<file path="config.mk">
export PLATFORM = sky130hd
export DESIGN_NAME = pqe_sq_stage
export DESIGN_NICKNAME = d
export VERILOG_FILES = /design/src/rtl/core/product_quantizer_encoder_assert.svh /design/src/rtl/core/pqe_pkg.sv /design/src/rtl/core/pqe_sq_stage.sv
export SDC_FILE = /design/constraint.sdc
export NUM_CORES = 1
export LEC_CHECK = 0
export BUFFER_PORTS_ARGS = -buffer_cell sky130_fd_sc_hd__buf_4
export CAP_MARGIN = 0
export CORE_MARGIN = 2
export CORE_UTILIZATION = 50
export CTS_CLUSTER_DIAMETER = 200
export DETAILED_ROUTE_END_ITERATION = 10
export HOLD_SLACK_MARGIN = 0.12
export PLACE_DENSITY_LB_ADDON = 0.05
export SYNTH_ARGS = -nofsm -noshare
export SYNTH_HDL_FRONTEND = slang
export SYNTH_SLANG_ARGS = --single-unit
</file>
<file path="constraint.sdc">
create_clock -name clock -period 11.79 [get_ports clock]
set_input_delay 3.537 -clock clock [delete_from_list [all_inputs] [get_ports clock]]
set_output_delay 3.537 -clock clock [all_outputs]
set_load 0.05 [all_outputs]
</file>
<file path="src/rtl/core/product_quantizer_encoder_assert.svh">
// ----------------------------------------------------------------------------
// product_quantizer_encoder_assert.svh
// assertion macros for the product quantizer encoder, empty in synthesis
// ----------------------------------------------------------------------------
`ifndef PRODUCT_QUANTIZER_ENCODER_ASSERT_SVH
`define PRODUCT_QUANTIZER_ENCODER_ASSERT_SVH
`ifndef SYNTHESIS
// same-cycle implication
`define PQE_ASSERT_NOW(lbl, clk, rst, ante, cons) \
   lbl: assert property (@(posedge clk) disable iff (rst) (ante) |-> (cons)) \
      else $error("pqe assertion failed");
// next-cycle implication
`define PQE_ASSERT_NEXT(lbl, clk, rst, ante, cons) \
   lbl: assert property (@(posedge clk) disable iff (rst) (ante) |=> (cons)) \
      else $error("pqe assertion failed");
`else
`define PQE_ASSERT_NOW(lbl, clk, rst, ante, cons)
`define PQE_ASSERT_NEXT(lbl, clk, rst, ante, cons)
`endif
`endif

</file>
<file path="src/rtl/core/pqe_pkg.sv">
`timescale 1ns / 1ps
// ----------------------------------------------------------------------------
// pqe_pkg
// shared types and constants of the product quantizer encoder
// ----------------------------------------------------------------------------
package pqe_pkg;

   // function codes of an input transaction
   localparam logic [1:0] FUNC_LOAD   = 2'd0;
   localparam logic [1:0] FUNC_ENCODE = 2'd1;
   localparam logic [1:0] FUNC_DIST   = 2'd2;
   localparam logic [1:0] FUNC_NONE   = 2'd3;

   // register indexes
   localparam logic [1:0] CSR_SUBSPACES = 2'd0;
   localparam logic [1:0] CSR_CENTROIDS = 2'd1;
   localparam logic [1:0] CSR_SUB_DIM   = 2'd2;

   localparam int VAL_W  = 16;
   localparam int DIFF_W = 17;
   localparam int SQ_W   = 33;
   localparam int SUM_W  = 37;
   localparam int ACC_W  = 40;

   // result kinds
   localparam logic KIND_CODE = 1'b0;
   localparam logic KIND_DIST = 1'b1;

   typedef enum logic [3:0] {
      ST_IDLE  = 4'b0001,
      ST_ISSUE = 4'b0010,
      ST_DRAIN = 4'b0100,
      ST_DONE  = 4'b1000
   } state_type;

   // tag that travels with each codebook read down the pipeline
   typedef struct packed {
      logic       dmode;
      logic       zero;
      logic       first_j;
      logic       last_j;
      logic       first_c;
      logic [7:0] code;
   } tag_type;

endpackage

</file>
<file path="src/rtl/core/pqe_sq_stage.sv">
`timescale 1ns / 1ps
// ----------------------------------------------------------------------------
// pqe_sq_stage
// two register stages: element difference, then its square
// ----------------------------------------------------------------------------
module pqe_sq_stage (
   input  logic                 clock,
   input  logic                 reset,
   input  logic                 in_vld,
   input  pqe_pkg::tag_type     in_tag,
   input  logic signed [15:0]   in_x,
   input  logic signed [15:0]   in_cb,
   output logic                 busy,
   output logic                 out_vld,
   output pqe_pkg::tag_type     out_tag,
   output logic [32:0]          out_sq
);
   import pqe_pkg::*;

   logic                     d_vld_ff, s_vld_ff;
   tag_type                  d_tag_ff, s_tag_ff;
   logic signed [DIFF_W-1:0] diff_ff, diff_in;
   logic        [SQ_W-1:0]   sq_ff;
   logic signed [2*DIFF_W-1:0] prod;

   // difference, codebook word forced to zero outside the store
   always_comb begin
      diff_in = DIFF_W'(in_x) - (in_tag.zero ? DIFF_W'(0) : DIFF_W'(in_cb));
   end

   assign prod = diff_ff * diff_ff;

   always_ff @(posedge clock) begin
      if (reset) begin
         d_vld_ff <= 1'b0;
         s_vld_ff <= 1'b0;
      end else begin
         d_vld_ff <= in_vld;
         s_vld_ff <= d_vld_ff;
      end
      d_tag_ff <= in_tag;
      diff_ff  <= diff_in;
      s_tag_ff <= d_tag_ff;
      sq_ff    <= prod[SQ_W-1:0];
   end

   assign busy    = d_vld_ff | s_vld_ff;
   assign out_vld = s_vld_ff;
   assign out_tag = s_tag_ff;
   assign out_sq  = sq_ff;
endmodule
</file>
==> results of run 1 <==
==> per-stage QoR <==
step | hold WS (ns) | instances | cell area, sq um
floorplan | 0.310 | 1262 | 12100
global placement | 0.310 | 1656 | 13200
detailed placement | 0.312 | 1656 | 13200
CTS | 0.328 | 1672 | 13500
global route | 0.328 | 1672 | 13500
finish | 0.326 | 1672 | 13500
==> cell usage after synthesis, types with 3 or more instances <==
library cell	instances	area share [%]
a211oi_1	4	0.25
a21o_1	21	1.3
a21oi_1	34	1.4
a21oi_2	3	0.22
a31o_2	4	0.29
a31oi_1	5	0.26
and2_1	60	3.1
and3_1	4	0.21
clkbuf_1	24	0.74
dfxtp_1	77	13
fa_1	262	43
ha_1	102	11
inv_1	365	11
nand2_1	88	2.7
nand2b_1	22	1.1
nand3_1	5	0.21
nand4_1	3	0.15
nor2_1	36	1.1
nor2b_1	20	1.0
nor3_1	4	0.16
o21a_1	6	0.37
o21ai_0	18	0.74
o21bai_1	4	0.25
xnor2_1	46	3.3
xor2_1	14	1.0
==> per-layer routing <==
metal | up-vias | share of wire [%] | track usage [%]
met1 | 4113 | 41 | 24.9
met5 | - | 0 | 0
li1 | 3860 | - | -
met2 | 125 | 53 | 40.0
met4 | 0 | 3.0 | 7.25
met3 | 41 | 2.5 | 2.36
==> cell type report <==
class                           instances  area [sq um]  share of cell area, %
Clock buffer                            9           225                   1.67
Clock inverter                          7          83.8                  0.622
Inverter                              365          1370                   10.2
Multi-Input combinational cell        794          9120                   67.7
Sequential cell                        77          1540                   11.4
Tap cell                              324           405                   3.01
Timing Repair Buffer                   96           721                   5.35
==> registers in the layout, indices dropped and copies added, names as in the netlist <==
| name | cells |
|---|---|
| d_tag_ff | 13 |
| d_vld_ff | 1 |
| diff_ff | 17 |
| out_sq | 32 |
| out_tag | 13 |
| out_vld | 1 |
==> worst max-delay path, cell delays in order (launching register included) <==
cell	delay (ns)
dfxtp_1	0.57
and2_1	0.35
fa_1	0.68
inv_1	0.13
fa_1	0.81
fa_1	0.52
fa_1	0.57
fa_1	0.43
fa_1	0.49
inv_1	0.04
ha_1	0.43
and3_1	0.27
or3b_1	0.41
a221oi_2	0.49
a221o_1	0.25
a21oi_2	0.06
xnor2_1	0.12
==> final timing paths <==
check	startpoint	slack, ns	cells after the start	to
worst max register to register	diff_ff[2]	5.07	16	out_sq[31]
worst min-delay path	d_tag_ff[8]	0.33	0	out_tag[8]
worst max-delay path	diff_ff[2]	5.07	16	out_sq[31]
worst min register to register	d_tag_ff[8]	0.33	0	out_tag[8]
==> cell usage in the layout (no fill, tap or decap), types with 22 or more instances in the layout <==
cell type	netlist	layout
a21oi_1	34	34
and2_1	60	60
inv_1	365	365
fa_1	262	262
xnor2_1	46	46
nor2_1	36	36
dfxtp_1	77	77
nand2_1	88	88
nand2b_1	22	22
buf_4	1	96
ha_1	102	102
==> logic make-up (layout without fill, tap and decap cells) <==
group | Yosys count | count (layout) | synth area share (%)
flops | 77 | 77 | 12.7
other cells | 1 | 1 | 0.0309
xor+xnor | 60 | 60 | 4.33
buf+inv | 391 | 477 | 12.1
simple gates | 253 | 253 | 10.5
fa+ha+maj | 364 | 364 | 53.7
compound gates | 115 | 115 | 6.50
mux | 1 | 1 | 0.0928
==> run metrics, run 1 <==
Avg Cell Area, Syn=9.62 sq um; vias in the first global route=8898; Nets=1755; pre-CTS setup slack=5.09 ns; cts repair resizes=0; WL final=24600 microns; cts bufs inserted=9; Fin. Hold Viols=0; Final TNS setup=0 ns; root buffer cell=clkbuf_16; syn nets=1674; sequential area share after synthesis=12.7%; DIE AREA=0.0255 sq mm; DRC=0; initial antenna violation count=0; hold_buf cts=0; final worst path period share=57.0%; Req. time, crit path=12.03 ns; area added between synthesis and finish=11.0%; largest net degree at the start of global routing=33; status=finished, final reports clean; Distinct cells, synth=53; Critical Path AT=6.96 ns; number of enable flip-flop cells after synthesis=0; ys flop type=dfxtp_1; Layout Skew=0.00946 ns; GPL Wtd Cong=0.855; CTS sink cnt=77; Filler cells=2276; maxcap violations=0; io pins=96; Die X=160 microns; #FFs+latches synth=77; Worst-Margin Slew=0.881 ns; number of DRC markers in iteration 0=271; asr flop ratio synth=0%; Routed Antenna Nets=0; Core Rows=57; crit start category=flip-flop; post-DP HPWL=20500 microns; post-route setup slack=5.07 ns; DR vias=8139; Wirelength per Cell=14.7 microns; # diodes=0; area of the core=0.0241 sq mm; Tightest Hold Check Type=reg -> reg; WS Path Type=reg -> reg; 1st-pass router iterations=5; Post-CTS Setup Inserts=0; worst skew pair latency=0.35 ns; fin crit period=6.72 ns; Setup-failing EPs final=0; CTS tree=built; GRT Overall Usage=21.2%; Post-Syn Area=0.0121 sq mm; chip height=160 microns; fmax=149 MHz; Synth Instances=1262; synthesis warning total=0; total gr overflow=0; share of cells above drive strength 1=9.64%; crit path capture type=flip-flop; first-pass GRT wire length=42400 microns; final slew viol count=0; initial core utilization=50.4%; RSZ-0062 raised after global routing=false; Clock H-tree levels=3; PortBufs=94; Worst Path Max Fanout=21; clock buffer depth=2; clk slew on worst S/H paths=0.07 ns; Util after Layout=55.9%; max_slew headroom=41.2%; vias per inst=4.87
Power of run 1 is not shown: default switching activity piles up to over one toggle a cycle in this logic, so the estimate is an artifact.
==> inputs of run 2 (changes only) <==
--- a/config.mk
+++ b/config.mk
@@ -5,6 +5,7 @@
 export SDC_FILE = /design/constraint.sdc
 export NUM_CORES = 1
 export LEC_CHECK = 0
+export ABC_AREA = 1
 export BUFFER_PORTS_ARGS = -buffer_cell sky130_fd_sc_hd__buf_4
 export CAP_MARGIN = 0
 export CORE_MARGIN = 2
==> constraint.sdc (replaced) <==
create_clock -name clock -period 5.4 [get_ports clock]
set_input_delay 1.62 -clock clock [delete_from_list [all_inputs] [get_ports clock]]
set_output_delay 1.62 -clock clock [all_outputs]
set_load 0.05 [all_outputs]
==> run 2 against run 1 <==
  * First-iteration DRC count rose by 41%
  * Routed wire length rose by 23%
  * Non-clock buffer count rose by 124
==> run metrics, run 2 <==
status=finished, final reports clean; portion of netlist area occupied by mux cells=0% (-0.093 points); Post-Syn Area=0.0131 sq mm (+7.7%); GPL Wtd Cong=0.867 (+1.3%); largest net degree at the start of global routing=20 (-39%); maxcap violations=0 (unchanged); number of enable flip-flop cells after synthesis=0 (unchanged); area leader, netlist=fa_1; final worst path period share=96.7% (+40 points); Filler cells=2397 (+5.3%); CTS sink cnt=77 (unchanged); largest family of logic cells by synthesized area=adder cells; final slew viol count=0 (unchanged); Avg Cell Area, Syn=8.04 sq um (-16%); io pins=96 (unchanged); Worst Path Max Fanout=10 (-52%); area added between synthesis and finish=20.5%; initial antenna violation count=0 (unchanged); vias in the first global route=11.0k (+23%); Synth Area in Compound Gates=3.54% (-3.0 points); Tightest Hold Check Type=reg -> reg; commonest cells in the netlist=498 x inv_1, 370 x nand2_1, 262 x fa_1; fmax=191 MHz (+29%); fin crit period=5.22 ns (-1.50 ns); Clock H-tree levels=3 (unchanged); total gr overflow=0 (unchanged); area of the core=0.0258 sq mm (+7.2%); worst hold slack=0.330 ns (+0.00435 ns); cts bufs inserted=9 (unchanged); DR vias=10.2k (+25%); PortBufs=94 (unchanged); max_slew headroom=65.9% (+25 points); post-synthesis xor/xnor area fraction=2.75% (-1.6 points); ys flop type=dfxtp_1; ranking of synthesized cells by area=fa_1 40%, inv_1 14%, dfxtp_1 12%; Critical Path AT=5.49 ns (-1.47 ns); Synth Instances=1626 (+29%); vias per inst=4.72 (-3.0%); Post-Synth Adder-Cell Area=49.9% (-3.8 points); Nets=2231 (+27%); #FFs+latches synth=77 (unchanged); post-DP HPWL=26100 microns (+27%); commonest non-fill, non-tap cell in the layout=inv_1; RSZ-0062 raised after global routing=true; 1st-pass router iterations=5 (unchanged); Die X=166 microns (+3.7%); crit start category=flip-flop; WS Path Type=reg -> reg; DIE AREA=0.0274 sq mm (+7.5%); Fin. Hold Viols=0 (unchanged); Worst-Margin Slew=0.507 ns (-0.375 ns); worst skew pair latency=0.36 ns (about the same); root buffer cell=clkbuf_16; Setup-failing EPs final=0 (unchanged); number of DRC markers in iteration 0=381 (+41%); first-pass GRT wire length=51900 microns (+22%); # diodes=0 (unchanged); WL final=30200 microns (+23%); Routed Antenna Nets=0 (unchanged); asr flop ratio synth=0% (unchanged); Wirelength per Cell=14.0 microns (-4.9%); GRT Overall Usage=23.4% (+2.2 points); sequential area share after synthesis=11.8% (-0.91 points); clock buffer depth=2 (unchanged); share of cells above drive strength 1=19.0% (+9.3 points); crit path capture type=flip-flop; clk slew on worst S/H paths=0.08 ns (about the same); CTS tree=built; synthesis warning total=0 (unchanged); Yosys top cell area share=40.1% (-3.1 points); max reg flops=32 (unchanged); Req. time, crit path=5.66 ns (-6.37 ns); Distinct cells, synth=34 (-36%); chip height=166 microns (+3.7%); Core Rows=59 (+3.5%); hold_buf cts=0 (unchanged); DRC=0 (unchanged); most frequent cells in the layout=487 x inv_1, 361 x nand2_1, 254 x fa_1; Final TNS setup=0 ns (unchanged); initial core utilization=50.6% (+0.23 points); syn nets=2038 (+22%); area of the multi-input gates=0.00982 sq mm (+7.7%); Synth Area in Simple Gates=16.4% (+6.0 points); most common cell in the synthesized netlist=inv_1; register area=0.00158 sq mm (+2.4%); Layout Skew=0.0140 ns (+0.00458 ns)
run 2: cell count changes after synthesis, sizes merged, moves of 8 or more:
cell	previous run	this run
a21o	21	6
a21oi	37	47
and2	60	1
clkbuf	24	32
inv	365	502
nand2	89	375
nand2b	22	0
nand3	5	49
nor2	36	68
nor2b	20	0
xnor2	46	10
xor2	14	31
run 2: cells by family (layout without fill, tap and decap cells):
family                   after synthesis  after routing
XOR/XNOR                              41             41
buffers and inverters                540            738
AND/OR/NAND/NOR                      520            520
other                                  1              1
adder cells (fa/ha/maj)              364            364
AO/OA/AOI/OAI                         83             83
flip-flops                            77             77
run 2: path summary, 6_finish.rpt:
check / cells after the start / startpoint / slack [ns] / endpoint
worst min-delay path: 0 / d_tag_ff[10] / 0.33 / out_tag[10]
worst max register to register: 22 / diff_ff[16] / 0.18 / out_sq[31]
worst max-delay path: 22 / diff_ff[16] / 0.18 / out_sq[31]
worst min register to register: 0 / d_tag_ff[10] / 0.33 / out_tag[10]
run 2: layer usage:
metal / part of all wire [%] / track usage [%]
met4: 2.3 / 6.69
met2: 52 / 43.1
met3: 3.3 / 2.46
met1: 42 / 29.0
met5: 0 / 0
run 2: worst max-delay path, cell delays in order, from the launching register on:
cell	delay (ns)
dfxtp_4	0.38
buf_6	0.14
nand2_1	0.07
inv_2	0.05
fa_1	0.57
inv_2	0.05
buf_4	0.14
fa_1	0.48
inv_1	0.05
fa_1	0.47
inv_1	0.05
fa_1	0.53
inv_1	0.05
fa_1	0.47
fa_1	0.53
ha_4	0.31
inv_1	0.06
nor3_2	0.20
nand2_1	0.13
nor3_2	0.12
nand2_1	0.12
nand3_1	0.09
nand2_1	0.06
run 2: layout make-up:
type	count	area share (%)
clock inverter	7	0.445
timing repair buffer	220	11.1
sequential	77	10.0
inverter	502	12.0
multi-input combinational	1009	62.4
clock buffer	9	1.43
tap	335	2.66
run 2: timing repair:
item | 4_1_cts | 5_1_grt
gates resized for setup | 7 | 96
setup buffers | 0 | 12
setup endpoints to repair | 16 | 18
pin swaps | 1 | 27
run 2: through the flow:
step / utilization (%) / instances / cell area [sq um] / setup WS, ns
detailed placement: 57.9 / 2131 / 15000 / -0.123
global placement: 57.9 / 2131 / 15000 / -0.0784
CTS: 59.1 / 2147 / 15300 / 0.000699
finish: 61.0 / 2159 / 15800 / 0.176
global route: 61.0 / 2159 / 15800 / -0.0545
floorplan: - / 1626 / 13100 / 0.0348
Power of run 2 is left out for the same reason.
==> inputs of run 3 (changes only) <==
--- a/config.mk
+++ b/config.mk
@@ -9,7 +9,7 @@
 export BUFFER_PORTS_ARGS = -buffer_cell sky130_fd_sc_hd__buf_4
 export CAP_MARGIN = 0
 export CORE_MARGIN = 2
-export CORE_UTILIZATION = 50
+export CORE_UTILIZATION = 45
 export CTS_CLUSTER_DIAMETER = 200
 export DETAILED_ROUTE_END_ITERATION = 10
 export HOLD_SLACK_MARGIN = 0.12
==> run 3 against run 2 <==
  * Utilization down 5.3 points
  * Die area up 11%
  * Register-to-register slack is essentially flat
==> run metrics, run 3 (synthesized netlist as in run 2, its figures left out) <==
crit path from=diff_ff[16]; status=finished, final reports clean; RSZ-0062 raised after global routing=true; clock buffer depth=2 (unchanged); final worst path period share=96.7% (about the same); DIE AREA=0.0304 sq mm (+11%); most frequent cells in the layout=487 x inv_1, 356 x nand2_1, 256 x fa_1; pre-CTS setup slack=-0.154 ns (-0.0313 ns); vias in the first global route=11.0k (+0.29%); Nets=2236 (+0.22%); Wirelength per Cell=13.7 microns (-2.2%); post-route setup slack=0.176 ns (+0.0000600 ns); WL final=30300 microns (+0.28%); fin cells=2213 (+2.5%); GPL Wtd Cong=0.839 (-3.2%); Req. time, crit path=5.65 ns (about the same); initial antenna violation count=0 (unchanged); post-DP HPWL=26700 microns (+2.4%); CP most frequent cell=fa_1; Tightest Hold Check Type=reg -> reg; CTS sink cnt=77 (unchanged); DR vias=10.1k (-0.48%); FF-to-FF Start=diff_ff[16]; placed cell count=2188 (+2.7%); cts bufs inserted=9 (unchanged); fin crit period=5.22 ns (-0.0000600 ns); maxcap violations=0 (unchanged); hold_buf cts=0 (unchanged); design area=0.0159 sq mm (+1.2%); area added between synthesis and finish=21.9%; initial core utilization=45.7% (-4.9 points); CTS tree=built; share of cells above drive strength 1=20.1% (+1.2 points); chip height=174 microns (+5.3%); Worst Path Max Fanout=6 (-4); Fin. Hold Viols=0 (unchanged); first-pass GRT wire length=52500 microns (+1.1%); Clock H-tree levels=3 (unchanged); reg2reg setup slack=0.18 ns (about the same); Critical Path AT=5.47 ns (-0.02 ns); WS Path Type=reg -> reg; Placed Area=0.0151 sq mm (+0.81%); Die X=174 microns (+5.3%); # diodes=0 (unchanged); Setup-failing EPs final=0 (unchanged); Layout Skew=0.00658 ns (-0.00746 ns); fmax=191 MHz (about the same); worst skew pair latency=0.36 ns (about the same); Routed Antenna Nets=0 (unchanged); crit start category=flip-flop; Core Rows=62 (+5.1%); largest net degree at the start of global routing=19 (-5.0%); GRT Overall Usage=21.7% (-1.7 points); area of the core=0.0286 sq mm (+11%); total gr overflow=0 (unchanged); commonest non-fill, non-tap cell in the layout=inv_1; number of DRC markers in iteration 0=346 (-9.2%); DRC=0 (unchanged); max reg flops=32 (unchanged); slowest CP cell=fa_2; crit-path cells=buf_6 > nand2_1 > inv_1 > fa_2 > inv_2 > fa_2 > buf_4 > fa_1 > fa_1 > fa_1 > fa_1 > inv_1 > ha_4 > nand2_2 > buf_4 > nor3_2 > nand3_1 > nand4_1 > nand2_1; io pins=96 (unchanged); Final TNS setup=0 ns (unchanged); vias per inst=4.58 (-2.9%); 1st-pass router iterations=4 (-1); clk slew on worst S/H paths=0.07 ns (about the same); HP Start=d_tag_ff[11]; Max stage delay on crit path=0.64 ns (+0.07 ns); PortBufs=94 (unchanged); final slew viol count=0 (unchanged); root buffer cell=clkbuf_16; crit path capture type=flip-flop
[run 3: cell count changes in the layout (fill, tap and decap cells not counted), moves of 3 or more]
cell | previous run | this run
ha_1 | 85 | 81
nand3_2 | 4 | 7
nor2_1 | 54 | 48
nand2_2 | 14 | 18
dfxtp_2 | 5 | 8
buf_4 | 208 | 215
nand2_1 | 361 | 356
nor2_2 | 10 | 15
nand3_1 | 45 | 42
ha_4 | 15 | 19
[run 3: per-stage QoR]
stage | utilization [%] | hold slack [ns]
after floorplan | - | 0.310
after global placement | 52.7 | 0.310
after detailed placement | 52.7 | 0.313
after CTS | 53.8 | 0.326
after global routing | 55.7 | 0.326
final | 55.7 | 0.326
[run 3: area by class of cell]
| type | count | area [sq um] |
|---|---|---|
| clock buffer | 9 | 225 |
| clock inverter | 7 | 68.8 |
| fill | 2750 | 12700 |
| inverter | 502 | 1890 |
| multi-input combinational | 1009 | 9930 |
| sequential | 77 | 1570 |
| tap | 384 | 480 |
| timing repair buffer | 225 | 1770 |
[run 3: timing repair]
| item | in CTS | in global routing |
|---|---|---|
| pin swaps | 1 | 22 |
| endpoints found under the setup margin | 18 | 21 |
| buffers inserted | 0 | 9 |
| gates resized for setup | 13 | 112 |
| cloned | 0 | 0 |
| hold endpoints to repair | 0 | 0 |
[run 3: final timing paths]
kind                                    end  depth (start not counted)
worst max-delay path             out_sq[25]                         19
worst min-delay path            out_tag[11]                          0
worst max register to register   out_sq[25]                         19
worst min register to register  out_tag[11]                          0
[run 3: routing by layer]
layer,global-route usage [%],vias up,share of wire [%],wire (microns)
li1,-,5040,-,-
met1,26.8,4942,44,13300
met2,40.6,130,52,15800
met3,2.12,30,2.4,722
met4,5.11,0,1.6,480
met5,0,-,0,0
[run 3: worst max-delay path, delay by kind of cell, from the launching register on]
family        cells  cell delay [ns]
simple gates      6             0.65
fa+ha+maj         7             3.46
buf+inv           6             0.62
flops             1             0.38
Power of run 3 is left out for the same reason.
